### config.mk
export PLATFORM = sky130hd
export DESIGN_NAME = cfb_fmul
export DESIGN_NICKNAME = d
export VERILOG_FILES = /design/src/cfb_pkg.sv /design/src/cfb_fmul.sv
export SDC_FILE = /design/constraint.sdc
export NUM_CORES = 2
export LEC_CHECK = 0
export BUFFER_PORTS_ARGS = -buffer_cell sky130_fd_sc_hd__buf_4
export CAP_MARGIN = 20
export CORE_ASPECT_RATIO = 1.5
export CORE_MARGIN = 1.5
export CORE_UTILIZATION = 30
export DETAILED_ROUTE_END_ITERATION = 10
export GPL_TIMING_DRIVEN = 0
export HOLD_SLACK_MARGIN = 0.1
export PLACE_DENSITY = 0.5
export SLEW_MARGIN = 15
export SYNTH_ARGS = -nofsm -noshare
export SYNTH_HDL_FRONTEND = slang
export SYNTH_SLANG_ARGS = --single-unit
### constraint.sdc
create_clock -name clk -period 8.45 [get_ports clk]
set_input_delay 0.4225 -clock clk [delete_from_list [all_inputs] [get_ports clk]]
set_output_delay 0.4225 -clock clk [all_outputs]
set_load 0.01 [all_outputs]
### src/cfb_pkg.sv
`default_nettype none
package cfb_pkg;

  localparam int unsigned MUL_LAT    = 3;
  localparam int unsigned ADD_LAT    = 3;
  // input register, products, partial sums, final sums
  localparam int unsigned PIPE_DEPTH = 1 + MUL_LAT + ADD_LAT + ADD_LAT;
  localparam int unsigned E_DLY      = MUL_LAT + ADD_LAT;

  localparam logic [31:0] CANON_NAN = 32'h7fc0_0000;

  localparam logic [2:0] ADDR_INVERSE = 3'd0;

  typedef struct packed {
    logic        sign;
    logic [7:0]  exp;   // subnormals read with exponent one
    logic [23:0] man;   // hidden bit included
    logic        is_zero;
    logic        is_inf;
    logic        is_nan;
  } fp_cls_t;

  function automatic fp_cls_t fp_classify(logic [31:0] x);
    fp_cls_t c;
    c.sign    = x[31];
    c.exp     = (x[30:23] == 8'd0) ? 8'd1 : x[30:23];
    c.man     = {(x[30:23] != 8'd0), x[22:0]};
    c.is_zero = (x[30:0] == 31'd0);
    c.is_inf  = (x[30:23] == 8'hff) && (x[22:0] == 23'd0);
    c.is_nan  = (x[30:23] == 8'hff) && (x[22:0] != 23'd0);
    return c;
  endfunction

  // m[23] set means normal with exponent e, else subnormal; nearest even
  function automatic logic [31:0] round_pack(logic s, logic signed [10:0] e,
                                             logic [23:0] m, logic g, logic st);
    logic        rnd;
    logic [30:0] base;
    logic [30:0] mag;
    rnd  = g & (st | m[0]);
    base = m[23] ? {e[7:0] - 8'd1, 23'd0} : 31'd0;
    mag  = base + {7'd0, m} + {30'd0, rnd};
    if (m[23] && (e >= 11'sd255)) begin
      return {s, 8'hff, 23'd0};
    end
    return {s, mag};
  endfunction

endpackage
`default_nettype wire

### src/cfb_fmul.sv
`default_nettype none
module cfb_fmul (
  input  wire logic        clk,
  input  wire logic        en,
  input  wire logic [31:0] a,
  input  wire logic [31:0] b,
  output logic      [31:0] y
);

  cfb_pkg::fp_cls_t ca, cb;
  logic [47:0] s1_p;
  logic [8:0]  s1_esum;
  logic        s1_sign, s1_nan, s1_inf, s1_zero;

  always_comb begin
    ca = cfb_pkg::fp_classify(a);
    cb = cfb_pkg::fp_classify(b);
  end

  always_ff @(posedge clk) begin
    if (en) begin
      s1_p    <= ca.man * cb.man;
      s1_esum <= {1'b0, ca.exp} + {1'b0, cb.exp};
      s1_sign <= ca.sign ^ cb.sign;
      s1_nan  <= ca.is_nan | cb.is_nan | (ca.is_inf & cb.is_zero) |
                 (ca.is_zero & cb.is_inf);
      s1_inf  <= ca.is_inf | cb.is_inf;
      s1_zero <= ca.is_zero | cb.is_zero;
    end
  end

  // leading one position and net shift
  logic [5:0]         lead;
  logic signed [10:0] e_c, k_c;
  logic [47:0]        s2_p;
  logic signed [10:0] s2_e, s2_k;
  logic               s2_sign, s2_nan, s2_inf, s2_zero;

  always_comb begin
    lead = 6'd0;
    for (int i = 0; i < 48; i++) begin
      if (s1_p[i]) lead = 6'(i);
    end
    e_c = $signed({2'b0, s1_esum}) - 11'sd173 + $signed({5'b0, lead});
    if (e_c >= 11'sd1) k_c = 11'sd47 - $signed({5'b0, lead});
    else               k_c = $signed({2'b0, s1_esum}) - 11'sd127;
  end

  always_ff @(posedge clk) begin
    if (en) begin
      s2_p    <= s1_p;
      s2_e    <= e_c;
      s2_k    <= k_c;
      s2_sign <= s1_sign;
      s2_nan  <= s1_nan;
      s2_inf  <= s1_inf;
      s2_zero <= s1_zero;
    end
  end

  logic [47:0]        w;
  logic [95:0]        wr;
  logic [10:0]        rsh;
  logic [6:0]         rcap;
  logic               stk;
  logic signed [10:0] e_pk;

  always_comb begin
    rsh  = 11'(-s2_k);
    rcap = (rsh > 11'd48) ? 7'd48 : rsh[6:0];
    wr   = {s2_p, 48'd0} >> rcap;
    if (!s2_k[10]) begin
      w   = s2_p << s2_k[5:0];
      stk = 1'b0;
    end else begin
      w   = wr[95:48];
      stk = |wr[47:0];
    end
    e_pk = (s2_e >= 11'sd1) ? s2_e : 11'sd1;
  end

  always_ff @(posedge clk) begin
    if (en) begin
      if (s2_nan)       y <= cfb_pkg::CANON_NAN;
      else if (s2_inf)  y <= {s2_sign, 8'hff, 23'd0};
      else if (s2_zero) y <= {s2_sign, 31'd0};
      else              y <= cfb_pkg::round_pack(s2_sign, e_pk, w[47:24], w[23],
                                                 (|w[22:0]) | stk);
    end
  end

endmodule
`default_nettype wire

==> results.txt <==
number of enable flip-flop cells after synthesis: 166
setup violators final: 0
WL/cell: 25.45 um
I/O Buffers: 91
row count: 149
Setup WS pre-CTS: -775.6 ps
initial antenna violation count: 3
Final GP Congestion: 0.9988
#FFs+latches synth: 166
Mapped Nets: 4415
first-pass GRT wire length: 198100 um
Worst setup startpoint: s2_k[0]
clk_lat worst skew: 480 ps
CP Capture Type: flop
Hold-fix buffers, CTS: 0
Slew HR: 19.61%
max cap viols: 0
RSZ-0062 raised after global routing: true
CP arrival: 8350 ps
die footprint: 113100 um2
top-area cell type share of the netlist area: 29.09%
Reg2Reg Setup Slack: 320 ps
CTS tree: built
worst-case reg-to-reg path depth: 22
CP max stage delay: 770 ps
post-synthesis sequential area ratio: 14.96%
routed via count: 28459
# DRC: 1
CP Class: flop to flop
Max Freq: 123.1 MHz
final worst path period need: 8126 ps
Max Root-Sink Buffers: 2
Critical Path RT: 8670 ps
period utilisation layout: 96.17%
TNS Setup: 0 ps
CTS root buf: clkbuf_16
Yosys warning total: 0
cell mode on critical path: nand2_1
Netlist cell types: 96
overall routed net length: 133300 um
Reg-to-Reg End: y[24]
slowest CP cell: clkbuf_1
Worst Setup Start Kind: flop
r2r startpoint: s2_k[0]
Die Ht: 411.1 um
post-synth top area cell: fa_1
crit path capture: y[24]
Initial Utilization: 30.29%
Final #Nets: 4534
Cell Chain, Critical Path: buf_2, buf_2, clkinvlp_4, clkbuf_2, clkdlybuf4s15_2, ha_1, xnor2_1, clkbuf_1, clkbuf_1, nand2_1, nand2_1, nand2_1, a32oi_1, o221ai_1, o221ai_2, inv_1, ha_1, nand2_1, or3_1, o21ai_1, and4bb_1, or3_1
Mapped Area: 33310 um2
Worst Path Max Fanout: 11
Sink Count: 166
DR vias/cell: 5.434
final setup margin: 323.9 ps
syn avg cell area: 9.077 um2
Hold Vio Cnt, Final: 0
core region area: 110000 um2
Mapped Cells: 3670
IO Pins: 98
fin. max-slew vios: 0
post-route ant nets: 0
vias in the first global route: 30097
CTS Buf Count: 17
grt ovf: 0
GR Util All Layers: 23.94%
skew final: 17.43 ps
DR iter-0 viols: 2100
Synth Flop Type: edfxtp_1
failing checks: DRC
status: finished, violations left
Worst-Margin Slew: 1195 ps
drt first pass iters: 11
dominant cells by area after synthesis: fa_1 29%, edfxtp_1 15%, ha_1 7.3%
worst min path class: primary input to flop
largest net degree at the start of global routing: 87
Final Util: 33.30%
CTS clk-pin slew, worst paths: 80 ps
H-tree levels: 4
asr flop ratio synth: 0%
dpl cell area: 35860 um2
Area Growth Syn to Fin: 9.938%
DP HPWL: 110100 um
post-route cell area: 36620 um2
share of layout cells above drive strength 1: 8.943%
Die Wd: 275.1 um
[worst min-delay path by stage]
stage / start / end / slack, ps / cells after the start
after CTS: a[31] / s1_sign / 240 / 2
final: a[31] / s1_sign / 250 / 2
after global placement: s1_p[0] / s2_p[0] / 400 / 0
after global routing: a[31] / s1_sign / 250 / 2
after detailed placement: s1_p[0] / s2_p[0] / 410 / 0
after floorplan: s1_inf / s2_inf / 400 / 0
[routing by layer]
metal / vias to the layer above / track usage [%] / wire [um]
met5: - / 0 / 13
met4: 2 / 17.11 / 11150
met3: 455 / 2.713 / 6511
met2: 1221 / 43.24 / 67920
met1: 14302 / 25.67 / 47710
li1: 12479 / - / -
[metrics by stage]
stage | std cells | hold slack, ps
2_1_floorplan | 3670 | 400.3
3_3_place_gp | 5195 | 403.3
3_5_place_dp | 5198 | 406.5
4_1_cts | 5229 | 241.6
5_1_grt | 5237 | 254.5
6_report | 5237 | 249.7
[sequential cells by signal (all words and copies together), names as in the netlist]
| register | count |
|---|---|
| s2_sign | 1 |
| s2_e | 11 |
| s1_inf | 1 |
| s1_esum | 9 |
| s1_zero | 1 |
| s2_zero | 1 |
| y | 32 |
| s2_k | 10 |
| s1_sign | 1 |
| s1_nan | 1 |
| s2_nan | 1 |
| s1_p | 48 |
| s2_inf | 1 |
| s2_p | 48 |
[cell type report]
type,count,area (um2)
inverter,539,2027
sequential,166,4985
timing repair buffer,103,805.8
multi-input combinational,2714,25340
antenna,1,2.502
clock inverter,15,203.9
tap,1434,1794
clock buffer,17,425.4
fill,11688,73370
buffer,248,1037
[cell usage after synthesis, drive strengths merged, types with 10 or more instances]
cell type	n
inv	538
nand2	529
fa	484
and2	226
clkbuf	198
ha	195
edfxtp	166
nor2	166
a21oi	132
o21ai	92
xnor2	73
mux4	68
nor3	64
mux2i	62
nand3	57
buf	52
nor4	40
a21o	36
a31oi	30
a211oi	28
o211ai	27
xor2	27
nand4	24
mux2	20
nor2b	19
o31ai	19
and3	18
nand2b	18
o21bai	16
o32ai	15
or3	15
a221oi	13
o21a	13
or4	12
a22oi	11
o221ai	11
o22a	10
or2	10
[critical path: cells and delay by family (launching register included)]
family                   cells  cell delay (ps)
buffers and inverters        8             3430
AO/OA/AOI/OAI                4             1520
AND/OR/NAND/NOR              7             1350
adder cells (fa/ha/maj)      2              630
XOR/XNOR                     1              500
flip-flops                   1              410
[logic make-up after synthesis]
kind of cell | after synthesis | share of synthesized area (%)
AND/OR/NAND/NOR | 1223 | 17.75
buffers and inverters | 790 | 9.105
adder cells (fa/ha/maj) | 680 | 36.44
AO/OA/AOI/OAI | 561 | 11.97
flip-flops | 166 | 14.96
multiplexers | 150 | 7.136
XOR/XNOR | 100 | 2.629
[repair_timing]
action                                  4_1_cts  5_1_grt
gates resized for setup                      15       25
setup buffers                                 0        7
endpoints found under the setup margin       33       18
[cells in the final DEF, fill, tap and decap left out, types with 12 or more instances in the layout]
master and count:
clkbuf_2 21, nand2_1 527, nand4_1 23, nand3_1 55, buf_1 16, o211ai_1 27, buf_2 29, inv_1 537
o31ai_1 18, mux2_2 20, o21a_1 13, clkbuf_1 176, and3_1 18, a211oi_1 25, nor3_1 60, a31oi_1 29
a21oi_1 129, o21ai_0 87, and2_1 226, o21bai_1 16, a21o_1 36, clkbuf_16 17, nand2b_1 18, nor4_1 38
edfxtp_1 166, nor2b_1 19, mux4_2 68, a221oi_1 12, fa_1 484, xnor2_1 73, nor2_1 165, or3_1 15
buf_4 99, mux2i_1 62, xor2_1 27, ha_1 195
Power is left out: the tool's default activity adds up to more than one toggle a clock period on the data nets, which glitch-free logic cannot reach.
