`src/cfb_pkg.sv`:
```
`default_nettype none
package cfb_pkg;

  localparam int unsigned MUL_LAT    = 3;
  localparam int unsigned ADD_LAT    = 3;
  // input register, products, partial sums, final sums
  localparam int unsigned PIPE_DEPTH = 1 + MUL_LAT + ADD_LAT + ADD_LAT;
  localparam int unsigned E_DLY      = MUL_LAT + ADD_LAT;

  localparam logic [31:0] CANON_NAN = 32'h7fc0_0000;

  localparam logic [2:0] ADDR_INVERSE = 3'd0;

  typedef struct packed {
    logic        sign;
    logic [7:0]  exp;   // subnormals read with exponent one
    logic [23:0] man;   // hidden bit included
    logic        is_zero;
    logic        is_inf;
    logic        is_nan;
  } fp_cls_t;

  function automatic fp_cls_t fp_classify(logic [31:0] x);
    fp_cls_t c;
    c.sign    = x[31];
    c.exp     = (x[30:23] == 8'd0) ? 8'd1 : x[30:23];
    c.man     = {(x[30:23] != 8'd0), x[22:0]};
    c.is_zero = (x[30:0] == 31'd0);
    c.is_inf  = (x[30:23] == 8'hff) && (x[22:0] == 23'd0);
    c.is_nan  = (x[30:23] == 8'hff) && (x[22:0] != 23'd0);
    return c;
  endfunction

  // m[23] set means normal with exponent e, else subnormal; nearest even
  function automatic logic [31:0] round_pack(logic s, logic signed [10:0] e,
                                             logic [23:0] m, logic g, logic st);
    logic        rnd;
    logic [30:0] base;
    logic [30:0] mag;
    rnd  = g & (st | m[0]);
    base = m[23] ? {e[7:0] - 8'd1, 23'd0} : 31'd0;
    mag  = base + {7'd0, m} + {30'd0, rnd};
    if (m[23] && (e >= 11'sd255)) begin
      return {s, 8'hff, 23'd0};
    end
    return {s, mag};
  endfunction

endpackage
`default_nettype wire

```
`src/cfb_fadd.sv`:
```
`default_nettype none
module cfb_fadd (
  input  wire logic        clk,
  input  wire logic        en,
  input  wire logic        sub,
  input  wire logic [31:0] a,
  input  wire logic [31:0] b,
  output logic      [31:0] y
);

  cfb_pkg::fp_cls_t ca, cb, big, sml;
  logic [7:0]  d;
  logic [4:0]  dc;
  logic [53:0] sh;
  logic [26:0] al;

  always_comb begin
    ca = cfb_pkg::fp_classify(a);
    cb = cfb_pkg::fp_classify({b[31] ^ sub, b[30:0]});
    if ({cb.exp, cb.man} > {ca.exp, ca.man}) begin
      big = cb;
      sml = ca;
    end else begin
      big = ca;
      sml = cb;
    end
    d  = big.exp - sml.exp;
    dc = (d > 8'd27) ? 5'd27 : d[4:0];
    sh = {sml.man, 3'b0, 27'd0} >> dc;
    al = sh[53:27] | {26'd0, |sh[26:0]};
  end

  logic [26:0] s1_big, s1_al;
  logic [7:0]  s1_exp;
  logic        s1_sign, s1_esub, s1_zsign, s1_nan, s1_inf, s1_isign;

  always_ff @(posedge clk) begin
    if (en) begin
      s1_big   <= {big.man, 3'b0};
      s1_al    <= al;
      s1_exp   <= big.exp;
      s1_sign  <= big.sign;
      s1_esub  <= ca.sign ^ cb.sign;
      s1_zsign <= ca.sign & cb.sign;
      s1_nan   <= ca.is_nan | cb.is_nan |
                  (ca.is_inf & cb.is_inf & (ca.sign ^ cb.sign));
      s1_inf   <= ca.is_inf | cb.is_inf;
      s1_isign <= ca.is_inf ? ca.sign : cb.sign;
    end
  end

  logic [27:0] sum_c;
  logic [4:0]  lead;
  logic [27:0] s2_sum;
  logic [4:0]  s2_lz;
  logic [7:0]  s2_exp;
  logic        s2_sign, s2_zsign, s2_nan, s2_inf, s2_isign;

  always_comb begin
    sum_c = s1_esub ? ({1'b0, s1_big} - {1'b0, s1_al}) : ({1'b0, s1_big} + {1'b0, s1_al});
    lead  = 5'd0;
    for (int i = 0; i < 27; i++) begin
      if (sum_c[i]) lead = 5'(i);
    end
  end

  always_ff @(posedge clk) begin
    if (en) begin
      s2_sum   <= sum_c;
      s2_lz    <= 5'd26 - lead;
      s2_exp   <= s1_exp;
      s2_sign  <= s1_sign;
      s2_zsign <= s1_zsign;
      s2_nan   <= s1_nan;
      s2_inf   <= s1_inf;
      s2_isign <= s1_isign;
    end
  end

  logic [26:0]        n;
  logic [7:0]         lim;
  logic [4:0]         shl;
  logic signed [10:0] e_n;

  always_comb begin
    lim = s2_exp - 8'd1;
    shl = ({3'd0, s2_lz} > lim) ? lim[4:0] : s2_lz;
    if (s2_sum[27]) begin
      n   = s2_sum[27:1] | {26'd0, s2_sum[0]};
      e_n = $signed({3'b0, s2_exp}) + 11'sd1;
    end else begin
      // cancellation only comes with exact low bits
      n   = s2_sum[26:0] << shl;
      e_n = $signed({3'b0, s2_exp}) - $signed({6'b0, shl});
    end
  end

  always_ff @(posedge clk) begin
    if (en) begin
      if (s2_nan)               y <= cfb_pkg::CANON_NAN;
      else if (s2_inf)          y <= {s2_isign, 8'hff, 23'd0};
      else if (s2_sum == 28'd0) y <= {s2_zsign, 31'd0};
      else                      y <= cfb_pkg::round_pack(s2_sign, e_n, n[26:3], n[2],
                                                         |n[1:0]);
    end
  end

endmodule
`default_nettype wire

```
`config.mk`:
```
export PLATFORM = sky130hd
export DESIGN_NAME = cfb_fadd
export DESIGN_NICKNAME = d
export VERILOG_FILES = /design/src/cfb_pkg.sv /design/src/cfb_fadd.sv
export SDC_FILE = /design/constraint.sdc
export NUM_CORES = 1
export LEC_CHECK = 0
export ABC_AREA = 1
export BUFFER_PORTS_ARGS = -buffer_cell sky130_fd_sc_hd__buf_2
export CAP_MARGIN = 10
export CORE_ASPECT_RATIO = 1.2
export CORE_MARGIN = 4
export CORE_UTILIZATION = 40
export DETAILED_ROUTE_END_ITERATION = 8
export SKIP_CTS_REPAIR_TIMING = 1
export SYNTH_ARGS = -nofsm -noshare
export SYNTH_HDL_FRONTEND = slang
export SYNTH_SLANG_ARGS = --single-unit
```
`constraint.sdc`:
```
create_clock -name clk -period 5.31 [get_ports clk]
set_input_delay 0.2655 -clock clk [delete_from_list [all_inputs] [get_ports clk]]
set_output_delay 0.2655 -clock clk [all_outputs]
set_load 0.005 [all_outputs]
```
==> run_results.csv, run 1 <==
group,metric,value,unit
synthesis,syn_area,14500,um2
floorplan,io_pins,99,
worst_setup_path,path_max_fanout,5,
floorplan,die_w,182,um
global_routing,grt_pass1_vias,14017,
clocking,cts_buffer_depth,2,
synthesis,synth_edf_count,143,
floorplan,row_count,76,
synthesis,synth_mux_area_frac,0.00414,
worst_setup_path,worst_path_most_repeated_cell,"nor2_1",
cells_and_area,area_growth,12.3,%
cells_and_area,fin_cells,2718,
route,post-route-drc-count,0,
synthesis,synth_nets,2316,
sta,slew_violations,0,
synthesis,synth-xor-area-share,0.0290,
worst_setup_path,critPathKind,"register to register",
sta,post-route-period-util,0.959,
place,place_inst,2677,
job,maxCapViolations,0,
global_routing,grt_usage,0.225,
pwr,p_sw,3.06,mW
floorplan,initial_core_util,0.405,
clocking,clkSlewWorstSetupHoldPaths,0.07,ns
clocking,h-tree-depth,4,
pwr,power_density,389,nW/um2
sta,hold_ws,0.140,ns
pwr,p_sw_frac,0.483,
cells_and_area,drive_gt1_frac,0.113,
synthesis,synth_compound_area_frac,0.140,
worst_setup_path,endpoint_kind,"register",
sta,fin_tns_setup,0,ns
synthesis,syn_avg_cell_area,6.75,um2
pwr,ir_worst_vdd,239,uV
clocking,numCtsBuffers,17,
worst_setup_path,cp_slowest_stage_delay,0.41,ns
route,num_vias,14511,
synthesis,ys_types,61,
global_routing,grt_pass1_wl,71000,um
cells_and_area,fin_area,16300,um2
pwr,seq_power_share,0.250,
route,drt-pass1-iter-count,6,
place,place_area,15500,um2
place,gp_congestion,0.945,
global_routing,grt-ovfl-total,0,
floorplan,core-area,35800,um2
worst_hold_path,hold_class,"input port to register",
global_routing,grt_max_degree,93,
synthesis,synth_cells,2149,
route,drt-vias-per-instance,5.34,
synthesis,synth-seq-area-share,0.296,
global_routing,antenna_found_initial,0,
route,routed_wl,45300,um
floorplan,dieHeight,217,um
sta,hold_viol_final,0,
route,ant_nets,0,
place,place_hpwl,37300,um
pwr,clkPwrFrac,0.185,
synthesis,ys_async_sr_fraction,0,
clocking,cts_sinks,143,
sta,max_freq,196,MHz
sta,slew_headroom,0.295,
floorplan,dieArea,39400,um2
pwr,p_int,3.27,mW
clocking,clock_latency,0.45,ns
pwr,leakage,7.67,nW
route,drt_iter0_drc,848,
sta,min_period,5.09,ns
outcome,outcome,"completed",
worst_setup_path,crit_slowest_cell,"edfxtp_1",
pwr,power,6.33,mW
clocking,cts_root_buffer,"clkbuf_16",
sta,skew,0.00993,ns
cells_and_area,num_antenna_cells,0,
place,port_buffers,98,
synthesis,synth_seq_cells,143,
worst_setup_path,critPathLaunchType,"register",
clocking,tritoncts,"yes",
worst_setup_path,arrival,5.29,ns
pwr,p_comb_frac,0.565,
sta,setup_viol,0,
cells_and_area,nets,2404,
sta,tightest_slew,1.06,ns
worst_setup_path,critPathRequiredTime,5.51,ns
synthesis,synth_simple_gate_area_share,0.336,
synthesis,yosys_warnings,0,
synthesis,synth_ff_type,"edfxtp_1",
route,wl_per_cell,16.7,um
synthesis,synthAdderAreaFrac,0.0873,
synthesis,synth_top_family_by_area,"simple AND/OR/NAND/NOR gates",
==> synthesized netlist by cell type (all sizes together), types with 2 or more instances <==
cell | n | area, um2
edfxtp | 143 | 4290
o21ai | 187 | 951
o31ai | 6 | 45.0
a21o | 5 | 37.5
nand2 | 549 | 2100
clkinv | 2 | 7.51
a22oi | 7 | 52.6
xor2 | 42 | 368
nor3b | 2 | 15.0
a31oi | 13 | 81.3
a21oi | 91 | 455
nor3 | 22 | 125
a221oi | 2 | 17.5
nor2 | 199 | 815
nor4 | 14 | 87.6
o211ai | 15 | 113
o22ai | 10 | 68.8
a21boi | 2 | 15.0
a211oi | 3 | 27.5
xnor2 | 6 | 52.6
nand4 | 64 | 400
and2 | 3 | 18.8
nand3b | 9 | 75.1
nand3 | 220 | 1120
mux2i | 6 | 60.1
clkbuf | 42 | 159
a32o | 2 | 20.0
ha | 98 | 1230
o21bai | 2 | 15.0
inv | 308 | 1160
or2 | 17 | 106
buf | 39 | 241
fa | 2 | 40.0
o21a | 6 | 45.0
o221ai | 5 | 43.8
==> worst paths after layout <==
kind                       start                    to  slack, ns  cells past startpoint
min reg2reg     s1_nan$_DFFE_PP_      s2_nan$_DFFE_PP_       0.42                      0
max          s2_exp[1]$_DFFE_PP_   y[30]$_SDFFCE_PP1P_       0.22                     33
min                         a[8]  s1_big[11]$_DFFE_PP_       0.14                      3
max reg2reg  s2_exp[1]$_DFFE_PP_   y[30]$_SDFFCE_PP1P_       0.22                     33
==> flip-flops by register name, summed over array words and instances (netlist names) <==
register and count:
s2_lz 5, s1_inf 1, s2_zsign 1, s2_isign 1, s1_isign 1, s2_nan 1, s1_nan 1, s1_zsign 1
s1_big 24, s2_inf 1, s2_exp 8, s2_sum 28, s2_sign 1, y 32, s1_sign 1, s1_exp 8
s1_al 27, s1_esub 1
==> metal layers <==
metal	track usage	part of all wire	wire, um
met1	0.238	0.38	17100
met2	0.429	0.53	24100
met3	0.0252	0.034	1550
met4	0.121	0.055	2500
met5	0	0	0
==> power by group through the flow <==
| stage | combinational, mW | sequential [mW] | clock, mW |
|---|---|---|---|
| global route | 3.97 | 1.60 | 1.24 |
| global placement | 3.42 | 1.61 | 0 |
| finish | 3.58 | 1.58 | 1.17 |
| CTS | 3.45 | 1.59 | 1.19 |
| detailed placement | 3.43 | 1.61 | 0 |
| floorplan | 2.48 | 1.56 | 0 |
==> worst max-delay path: cells and delay by family (launching register included) <==
family | cells | cell delay [ns]
AND/OR/NAND/NOR | 19 | 1.91
flip-flops | 1 | 0.41
AO/OA/AOI/OAI | 5 | 0.85
XOR/XNOR | 3 | 0.64
adder cells (fa/ha/maj) | 3 | 0.71
buffers and inverters | 3 | 0.32
==> cells by family after synthesis <==
family / Yosys count
buf+inv: 391
mux: 6
simple gates: 1100
compound gates: 361
fa+ha+maj: 100
flops: 143
xor+xnor: 48
==> layout by cell type, fill, tap and decap left out, types with 14 or more instances in the layout <==
cell type and count:
ha_1 96, o21ai_1 21, nand3_1 216, xor2_1 40, a21oi_1 91, clkbuf_16 17
nor3_1 18, nor2_1 185, nand2_1 539, nand4_1 64, o21ai_0 163, edfxtp_1 143
buf_4 50, buf_2 97, nor4_1 14, inv_1 296, o211ai_1 15
==> final cells by class <==
cell class | count | area [um2]
Clock inverter | 15 | 136
Inverter | 310 | 1170
Fill cell | 3778 | 19600
Multi-Input combinational cell | 1616 | 8790
Timing Repair Buffer | 149 | 892
Sequential cell | 143 | 4290
Tap cell | 468 | 586
Clock buffer | 17 | 425
==> through the flow <==
stage                     utilization  worst slack [ns]
after global placement          0.433             0.342
after detailed placement        0.433             0.240
final                           0.454             0.217
after global routing            0.454           -0.0816
after floorplan                     -            0.0907
after CTS                       0.449             0.264
No activity file was read; power rests on OpenSTA's default activity.
==> run 2: changes to the inputs <==
Settings changed: ABC_AREA 1 to not set.
==> run 2 against run 1 <==
The flow now finishes with violations (negative setup slack). Sequential share of layout area fell by 4.3 points. First-iteration DRC count rose by 12%. Non-clock buffer count up 317. Maximum frequency fell by 5.2%. Highest routed layer is now met5.
==> run_results.csv, run 2 <==
group,metric,value,unit
outcome,outcome,"complete, but fails checks",
outcome,violations,"negative setup slack",
worst_hold_path,whs_endpoint,"s1_sign$_DFFE_PP_",
clocking,cts_sinks,143,
worst_setup_path,reg2reg_slack,-0.06,ns
synthesis,yosys-top-cells-count,"nand2_1, nor2_1, edfxtp_1",
sta,fin_tns_setup,-0.146,ns
synthesis,yosysMostFrequentCell,"nand2_1",
worst_setup_path,endpoint_kind,"register",
synthesis,ys_types,104,
cells_and_area,largestRegisters,"y x32, s2_sum x28, s1_al x27",
cells_and_area,nets,2268,
cells_and_area,num_antenna_cells,0,
sta,setup_viol,4,
pwr,leakage,8.25,nW
synthesis,synth_nets,1865,
route,post-route-drc-count,0,
place,port_buffers,98,
place,place_hpwl,39600,um
synthesis,yosys-top-cells-area,"edfxtp_1, ha_1, nand2_1",
global_routing,grt-ovfl-total,0,
floorplan,initial_core_util,0.409,
route,drt_iter0_drc,946,
route,wl_per_cell,19.3,um
floorplan,dieHeight,216,um
cells_and_area,largest_register_ffs,32,
worst_setup_path,critPathRequiredTime,5.51,ns
worst_setup_path,crit_family,"compound AO/OA/AOI/OAI gates",
floorplan,io_pins,99,
cells_and_area,drive_gt1_frac,0.324,
floorplan,dieArea,39200,um2
global_routing,antenna_found_initial,1,
global_routing,grt_usage,0.239,
cells_and_area,fin_area,19500,um2
worst_hold_path,hold_path_depth,3,
floorplan,row_count,75,
floorplan,die_w,181,um
synthesis,synth_edf_count,143,
sta,slew_headroom,0.499,
worst_setup_path,rr_endpoint,"y[29]$_SDFFCE_PP1P_",
job,maxCapViolations,0,
synthesis,synthAdderAreaFrac,0.0877,
floorplan,core-area,35300,um2
cells_and_area,top_register,"y",
route,dr.max_layer_used,"met5",
sta,setup_slack,-0.0629,ns
worst_setup_path,critical_path_buf_inv_count,4,
synthesis,synth_top_family_by_area,"compound AO/OA/AOI/OAI gates",
cells_and_area,post-route-util,0.553,
worst_setup_path,reg2regPathDepth,23,
route,m1WireLength,18600,um
route,ant_nets,0,
worst_setup_path,crit_slowest_cell,"or4b_4",
cells_and_area,fillCellCount,3276,
worst_setup_path,r2r_start,"s2_exp[1]$_DFFE_PP_",
synthesis,synth-seq-area-share,0.297,
synthesis,synth_compound_area_frac,0.242,
route,drt-pass1-iter-count,8,
sta,hold_viol_final,0,
sta,tightest_slew,0.743,ns
cells_and_area,area_growth,35.1,%
synthesis,synth_seq_cells,143,
cells_and_area,layout_common_cells,"buf_4, nand2_1, edfxtp_1",
sta,slew_violations,0,
synthesis,synth_cells,1698,
clocking,clock_latency,0.45,ns
sta,max_freq,186,MHz
sta,rsz0062_at_grt,"yes",
sta,skew,0.0120,ns
worst_setup_path,critPathLaunchType,"register",
clocking,h-tree-depth,4,
worst_hold_path,hold_class,"input port to register",
synthesis,synth_simple_gate_area_share,0.203,
clocking,numCtsBuffers,17,
global_routing,grt_pass1_vias,14299,
cells_and_area,final_common_cell,"buf_4",
synthesis,synth_top_area_share,0.297,
synthesis,synth_mux_area_frac,0.0651,
sta,post-route-period-util,1.01,
synthesis,yosys_warnings,0,
worst_setup_path,arrival,5.57,ns
route,num_vias,14730,
worst_setup_path,path_max_fanout,6,
global_routing,grt_pass1_wl,75100,um
clocking,clkSlewWorstSetupHoldPaths,0.06,ns
worst_setup_path,cp_slowest_stage_delay,0.56,ns
route,drt-vias-per-instance,5.72,
clocking,cts_root_buffer,"clkbuf_16",
clocking,tritoncts,"yes",
worst_hold_path,hold_path.startpoint,"a[31]",
synthesis,ys_async_sr_fraction,0,
clocking,cts_buffer_depth,2,
place,gp_congestion,0.964,
synthesis,synth_ff_type,"edfxtp_1",
synthesis,synth_top_cell_by_area,"edfxtp_1",
worst_setup_path,critPathKind,"register to register",
place,dpl_worst_slack,-0.767,ns
worst_setup_path,path_cells,"inv_2 > ha_4 > ha_4 > nor2b_4 > o21a_1 > o21a_1 > o21ai_2 > buf_4 > buf_4 > a211o_4 > o21ai_4 > clkinv_4 > o211ai_1 > nand3_1 > a311oi_1 > o21ai_1 > a211o_1 > or4b_4 > or4_4 > and2_4 > nor4_4 > xnor2_1 > nand2_1",
global_routing,grt_max_degree,86,
pwr,power,7.40,mW
pwr,power_density,379,nW/um2
pwr,ir_worst_vdd,179,uV
route,routed-wl-met3,1740,um
synthesis,syn_avg_cell_area,8.50,um2
synthesis,syn_area,14400,um2
route,met2_length,26300,um
route,routed_wl,49800,um
sta,min_period,5.37,ns
place,place_area,17800,um2
synthesis,synth-xor-area-share,0.0461,
## run 2: logic make-up (layout without fill, tap and decap cells)
| family | count (synthesis) | in the layout |
|---|---|---|
| and+or+nand+nor | 597 | 597 |
| AOI/OAI and AO/OA | 507 | 509 |
| buffers and inverters | 199 | 613 |
| DFF | 143 | 143 |
| adders and majority gates | 100 | 100 |
| xor gates and xnor gates | 76 | 76 |
| muxes | 76 | 76 |
## run 2: worst reg2reg max path, cell delays in order (launching register included)
cell      delay, ns
edfxtp_1       0.42
inv_2          0.09
ha_4           0.21
ha_4           0.27
nor2b_4        0.13
o21a_1         0.12
o21a_1         0.19
o21ai_2        0.11
buf_4          0.14
buf_4          0.12
a211o_4        0.35
o21ai_4        0.10
clkinv_4       0.12
o211ai_1       0.22
nand3_1        0.13
a311oi_1       0.29
o21ai_1        0.12
a211o_1        0.34
or4b_4         0.56
or4_4          0.50
and2_4         0.20
nor4_4         0.15
xnor2_1        0.15
nand2_1        0.07
## run 2: final cells by class
| class | instances | area [um2] | share of cell area |
|---|---|---|---|
| multi-input cells | 1358 | 10100 | 0.518 |
| well taps | 462 | 578 | 0.0296 |
| inverters | 114 | 442 | 0.0226 |
| flip-flops and latches | 143 | 4290 | 0.220 |
| repair inverters | 1 | 8.76 | 0.000449 |
| clock inverters | 14 | 133 | 0.00680 |
| clock buffers | 18 | 429 | 0.0220 |
| repair buffers | 466 | 3520 | 0.181 |
## run 2: through the flow
stage,hold WS (ns),std cells
finish,0.161,2576
CTS,0.140,2523
floorplan,0.378,1698
global placement,0.402,2491
global route,0.163,2576
detailed placement,0.405,2491
## run 2: how the worst max path moves through the flow
| stage | slack [ns] | endpoint | start | cells past startpoint |
|---|---|---|---|---|
| 2_1_floorplan | -0.38 | s1_al[0]$_DFFE_PP_ | b[26] | 28 |
| 3_3_place_gp | -0.70 | s1_al[0]$_DFFE_PP_ | a[27] | 24 |
| 4_1_cts | -0.29 | s1_al[0]$_DFFE_PP_ | a[27] | 23 |
| 6_report | -0.06 | y[29]$_SDFFCE_PP1P_ | s2_exp[1]$_DFFE_PP_ | 23 |
| 3_5_place_dp | -0.77 | s1_al[0]$_DFFE_PP_ | a[27] | 23 |
| 5_1_grt | -0.25 | y[29]$_SDFFCE_PP1P_ | s2_exp[0]$_DFFE_PP_ | 23 |
## run 2: routing by layer
metal | up-vias | global-route usage
li1 | 7149 | -
met4 | 2 | 0.137
met3 | 157 | 0.0252
met1 | 6984 | 0.256
met2 | 438 | 0.451
met5 | - | 0
## run 2: report_power, final
part	switching, mW	internal (mW)
clock	0.506	0.651
sequential	0.183	1.48
combinational	2.43	2.15
total	3.12	4.28
